### src/hdl/wsp_divider.sv
`timescale 1ns / 1ps
`default_nettype none
// ----------------------------------------------------------------------------
// wsp_divider
// Radix-2 restoring signed divider, quotient truncated toward zero.
// ----------------------------------------------------------------------------
module wsp_divider #(
  parameter int NUM_W = 56,
  parameter int DEN_W = 32
) (
  input  wire logic                    clk,
  input  wire logic                    rst_n,
  input  wire logic                    start,
  input  wire logic signed [NUM_W-1:0] num,
  input  wire logic signed [DEN_W-1:0] den,
  output logic                         done,
  output logic signed [NUM_W-1:0]      quo
);
  localparam int CW = $clog2(NUM_W + 1);

  logic [NUM_W-1:0] q_r, q_nxt;
  logic [DEN_W:0]   rem_r, rem_nxt;
  logic [DEN_W-1:0] d_r;
  logic             neg_r;
  logic [CW-1:0]    cnt_r;
  logic             busy_r;
  logic [DEN_W:0]   trial;
  logic [DEN_W:0]   shifted;

  always_comb begin
    shifted = {rem_r[DEN_W-1:0], q_r[NUM_W-1]};
    trial   = shifted - {1'b0, d_r};
    q_nxt   = {q_r[NUM_W-2:0], ~trial[DEN_W]};
    rem_nxt = trial[DEN_W] ? shifted : trial;
  end

  always_ff @(posedge clk) begin
    if (!rst_n) begin
      busy_r <= 1'b0;
      done   <= 1'b0;
      cnt_r  <= '0;
    end else begin
      done <= 1'b0;
      if (start) begin
        busy_r <= 1'b1;
        cnt_r  <= CW'(NUM_W);
        q_r    <= num[NUM_W-1] ? NUM_W'(-num) : num;
        d_r    <= den[DEN_W-1] ? DEN_W'(-den) : den;
        neg_r  <= num[NUM_W-1] ^ den[DEN_W-1];
        rem_r  <= '0;
      end else if (busy_r) begin
        q_r   <= q_nxt;
        rem_r <= rem_nxt;
        cnt_r <= cnt_r - 1'b1;
        if (cnt_r == CW'(1)) begin
          busy_r <= 1'b0;
          done   <= 1'b1;
        end
      end
    end
  end

  assign quo = neg_r ? NUM_W'(-q_r) : q_r;
endmodule
`default_nettype wire

### config.mk
export PLATFORM = sky130hd
export DESIGN_NAME = wsp_divider
export DESIGN_NICKNAME = d
export VERILOG_FILES = /design/src/hdl/wsp_divider.sv
export SDC_FILE = /design/constraint.sdc
export NUM_CORES = 1
export LEC_CHECK = 0
export BUFFER_PORTS_ARGS = -buffer_cell sky130_fd_sc_hd__clkbuf_2
export CAP_MARGIN = 15
export CORE_MARGIN = 1.5
export CORE_UTILIZATION = 60
export DETAILED_ROUTE_END_ITERATION = 8
export GPL_ROUTABILITY_DRIVEN = 0
export PLACE_DENSITY = 0.86
export SETUP_SLACK_MARGIN = 0.1
export SYNTH_ARGS = -nofsm -noshare
export SYNTH_HDL_FRONTEND = slang
export SYNTH_SLANG_ARGS = --single-unit
### constraint.sdc
create_clock -name clk -period 8.14 [get_ports clk]
set_input_delay 0.814 -clock clk [delete_from_list [all_inputs] [get_ports clk]]
set_output_delay 0.814 -clock clk [all_outputs]
set_load 0.03 [all_outputs]
* Word level (Yosys, flattened, before mapping)
Cells that the tools add are included.
Storage, ports and cells: bits in registers 129, logic and storage cells 37, input port bits 91
Operators by class: add/sub/neg operators 5, reductions and logical operators 5, bitwise operators 4, mux-type cells 13, equality and inequality tests 1
Operator list (count):
- 2-to-1 mux 56 bit | 4
- negation 56 bit | 2
- 2-to-1 mux 32 bit | 2
- subtractor 33 x 32 -> 33 bit | 1
- negation 32 bit | 1
- 2-to-1 mux 31 bit | 1
- 2-to-1 mux 6 bit | 2
- == test 6 x 1 -> 1 bit, second input constant | 1
- subtractor 6 x 1 -> 6 bit, second input constant | 1
- 2-to-1 mux 1 bit | 4
- AND reduction 2 bit | 2
- NOT 1 bit | 3
- OR reduction 3 bit | 1
- nonzero test 2 bit | 1
- OR reduction 2 bit | 1
- bitwise XOR 1 bit | 1

* Logic depth before layout (Yosys ltp)
word-level depth 4, gate-level depth with buffers 13

* Worst setup path after synthesis
Ideal clock, no wire load.
path type flip-flop to output port, start register q_r[19], end output quo[55], buffers on the path 1, path slack 3.752 ns, cell stages (with the launch flop) 10, data arrival time 3.574 ns, cells stage by stage edfxtp_1 -> or4_4 -> or4_1 -> or2_1 -> or4_4 -> or3_1 -> buf_2 -> or4_4 -> o41ai_4 -> xnor2_1
Between the ends: cells in the longest elaborated chain, start to end 2
RTL lines:
- start, declared | line 21 | logic [NUM_W-1:0] q_r, q_nxt;
- start signal, assigned | line 47 | q_r <= num[NUM_W-1] ? NUM_W'(-num) : num;
- start signal, assigned | line 52 | q_r <= q_nxt;
- negation 56 bit | line 63 | assign quo = neg_r ? NUM_W'(-q_r) : q_r;
- 2-to-1 mux 56 bit | line 63
- end, declared | line 17 | output logic signed [NUM_W-1:0] quo
Every way passes these cells.

* Worst setup path after layout
Same ends and word-level chain as after synthesis.

==> out/metrics.csv <==
stage,metric,value,unit
clocking,"Reg clk slew, reported paths",0.06,ns
synthesis,Yosys cell types,60,
clocking,CTS Hold Bufs,0,
setup_path,reg2reg path depth,12,
hold_path,Hold Path Origin,cnt_r[1],
power_and_ir_drop,Power per Cell Area,200,nW/um^2
sta,Final Hold Vio Count,0,
synthesis,most common cell in the netlist,edfxtp_1,
route,Final ANT Viol Nets,0,
floorplan,Rows,46,
final_layout,share of layout cells above drive strength 1,0.167,
final_layout,fill cell count,1186,
synthesis,top-area cell type share of the netlist area,0.371,
sta,Slew headroom,0.234,
place,Buffers on Ports,147,
synthesis,adder-cell area share of the yosys netlist,0.0493,
setup_path,R2R Path Start,q_r[55],
grt,total track usage,0.297,
route,DRC violations left,0,
floorplan,Initial Utilization,0.615,
job,Max Cap Viol,0,
final_layout,nets@finish,1341,
synthesis,asr flop ratio synth,0,
grt,first-pass GRT wire length,39800,um
synthesis,Mapped Area,9800,sq um
sta,Fmax,198,MHz
synthesis,Mean Syn Cell Area,9.08,sq um
clocking,CTS Buf Count,17,
synthesis,"EDFF count, synth",121,
synthesis,ranking of synthesized cells by area,"edfxtp_1 (37%), xnor2_1 (9.0%), xor2_1 (5.5%)",
sta,Final Cycle Share,0.622,
clocking,clock root buffer master,clkbuf_16,
route,DR vias/cell,6.15,
synthesis,Yosys top cell by area,edfxtp_1,
floorplan,core box area,15900,sq um
floorplan,I/O pins,148,
floorplan,Die Y,131,um
setup_path,CP Max Fanout,7,
synthesis,largest family of logic cells by synthesized area,compound AO/OA/AOI/OAI gates,
synthesis,post-synthesis compound-gate area fraction,0.179,
synthesis,Synth warnings,0,
synthesis,Synth top cells by count,"edfxtp_1 (121), nand2_1 (102), xnor2_1 (101)",
route,WL final,24800,um
final_layout,n_diodes,0,
setup_path,CP required,7.33,ns
synthesis,"Top FF cell, synth",edfxtp_1,
place,placed cell areas,10700,sq um
sta,final setup fails,0,
sta,unrepaired setup endpoints after global routing,no,
route,1st-pass router iterations,6,
synthesis,Post-Synth XOR/XNOR Area,0.145,
place,dpl hpwl,17600,um
place,pre-CTS setup slack,3.58,ns
final_layout,multi-input logic area,5670,sq um
sta,Max Slew Vio Count,0,
clocking,CTS resizes,0,
synthesis,Seq cells post-synth,129,
setup_path,CP Launch Type,flip-flop,
clocking,depth of the CTS H-tree,4,
clocking,Skew-Pair Late Insertion Delay,0.43,ns
final_layout,FF/Latch Area,3790,sq um
synthesis,syn_nets,1209,
status,status,finished clean,
setup_path,Reg2Reg Setup Slack,4.08,ns
synthesis,Post-Synthesis Cells,1080,
route,via count,8863,
clocking,TritonCTS clock tree,done,
floorplan,die width,131,um
setup_path,crit path capture type,primary output,
synthesis,post-synthesis mux area share,0.0282,
synthesis,sequential fraction of the synthesis area,0.387,
grt,initial antenna violation count,0,
hold_path,WHS Path Cells,2,
clocking,Post-CTS Setup Repair Bufs,0,
sta,Tmin final,5.06,ns
sta,Setup TNS Final,0,ns
sta,Clock Skews,0.00991,ns
setup_path,crit path from,q_r[19],
clocking,clock sinks,129,
sta,worst-margin pin slew,1.15,ns
hold_path,sink of the worst hold path,cnt_r[1],
setup_path,WP data arrival,4.25,ns
grt,total gr overflow,0,
final_layout,Final Cell Area,11300,sq um
route,Detailed Route Iter0 Violations,893,
route,Avg WL per Cell,17.2,um
clocking,clock buffer depth,2,
final_layout,area grow syn2layout,15.1,%
setup_path,RR Endpoint,rem_r[0],
grt,largest net degree at the start of global routing,90,
hold_path,Min-Delay Path Class,flip-flop to flip-flop,
setup_path,Crit Path Category,flip-flop to primary output,
floorplan,area of the die,17100,sq um
sta,Final WS setup,3.08,ns
power_and_ir_drop,Pleak,4.37,nW
synthesis,Post-Synth Simple-Gate Area,0.177,
grt,vias in the first global route,8159,
power_and_ir_drop,Worst VDD drop,0.000172,V
==> worst max path at each step <==
stage,to,cells after the start
after floorplan,quo[55],9
after global placement,quo[55],9
after detailed placement,quo[55],9
after CTS,quo[55],9
after global routing,quo[49],9
final,quo[55],9
==> worst max-delay path: stages, from the launching register on <==
cell and delay [ns]:
edfxtp_1 0.44, or4_4 0.59, or4_1 0.45, or2_1 0.27, or4_4 0.52, or3_1 0.44
or4_4 0.51, o41ai_4 0.23, xnor2_1 0.15, clkbuf_2 0.22
==> state kept, by name, indices dropped and copies added, names as in the netlist <==
name	count
d_r	32
rem_r	32
done	1
cnt_r	6
neg_r	1
busy_r	1
q_r	56
==> per-stage QoR <==
stage / instances / utilization / hold slack (ns) / power (W)
6_report: 1441 / 0.708 / 0.491 / 0.00226
5_1_grt: 1441 / 0.708 / 0.533 / 0.00237
4_1_cts: 1440 / 0.706 / 0.492 / 0.00226
3_5_place_dp: 1408 / 0.671 / 0.488 / 0.00152
3_3_place_gp: 1408 / 0.671 / 0.482 / 0.00151
2_1_floorplan: 1080 / - / 0.468 / 0.00135
==> final cells by class <==
cell class	count	share of cell area
Multi-Input combinational cell	861	0.503
Sequential cell	129	0.336
Timing Repair Buffer	153	0.0712
Clock buffer	20	0.0387
Tap cell	216	0.0240
Inverter	50	0.0166
Clock inverter	12	0.0104
==> report_power, final <==
| part | leakage (nW) | switching, W | internal [W] | total, W |
|---|---|---|---|---|
| combinational | 2.89 | 0.000419 | 0.000259 | 0.000678 |
| sequential | 1.22 | 0.0000476 | 0.000802 | 0.000850 |
| clock | 0.262 | 0.000288 | 0.000445 | 0.000733 |
==> cells by family after synthesis <==
logic type / after synthesis
DFF: 129
adders and majority gates: 38
xor gates and xnor gates: 162
muxes: 26
buffers and inverters: 90
AOI/OAI and AO/OA: 281
and+or+nand+nor: 354
==> placed cells by master, fill, tap and decap left out, types with 7 or more instances in the layout <==
cell | netlist | layout
a21o_1 | 10 | 10
a21oi_1 | 94 | 94
clkbuf_16 | 0 | 17
clkbuf_2 | 0 | 146
dfxtp_1 | 8 | 8
edfxtp_1 | 121 | 121
ha_1 | 37 | 37
inv_1 | 50 | 50
mux2_2 | 13 | 13
mux2i_1 | 13 | 13
nand2_1 | 102 | 102
nand2b_1 | 7 | 7
nand3_1 | 18 | 18
nand4_1 | 8 | 8
nor2_1 | 97 | 97
nor2b_1 | 7 | 7
nor3_1 | 24 | 24
nor4_1 | 10 | 10
o21a_1 | 15 | 14
o21ai_0 | 74 | 74
o31ai_1 | 34 | 34
o41ai_1 | 16 | 16
or2_2 | 7 | 7
or3_1 | 25 | 25
or4_1 | 26 | 26
xnor2_1 | 101 | 101
xor2_1 | 61 | 61
==> routing by layer <==
metal	vias up	GRT usage	routed length (um)
met5	-	0	0
li1	4229	-	-
met2	432	0.474	11300
met4	0	0.110	636
met3	66	0.0668	2180
met1	4136	0.400	10600
(Power assumes the default switching activity.)
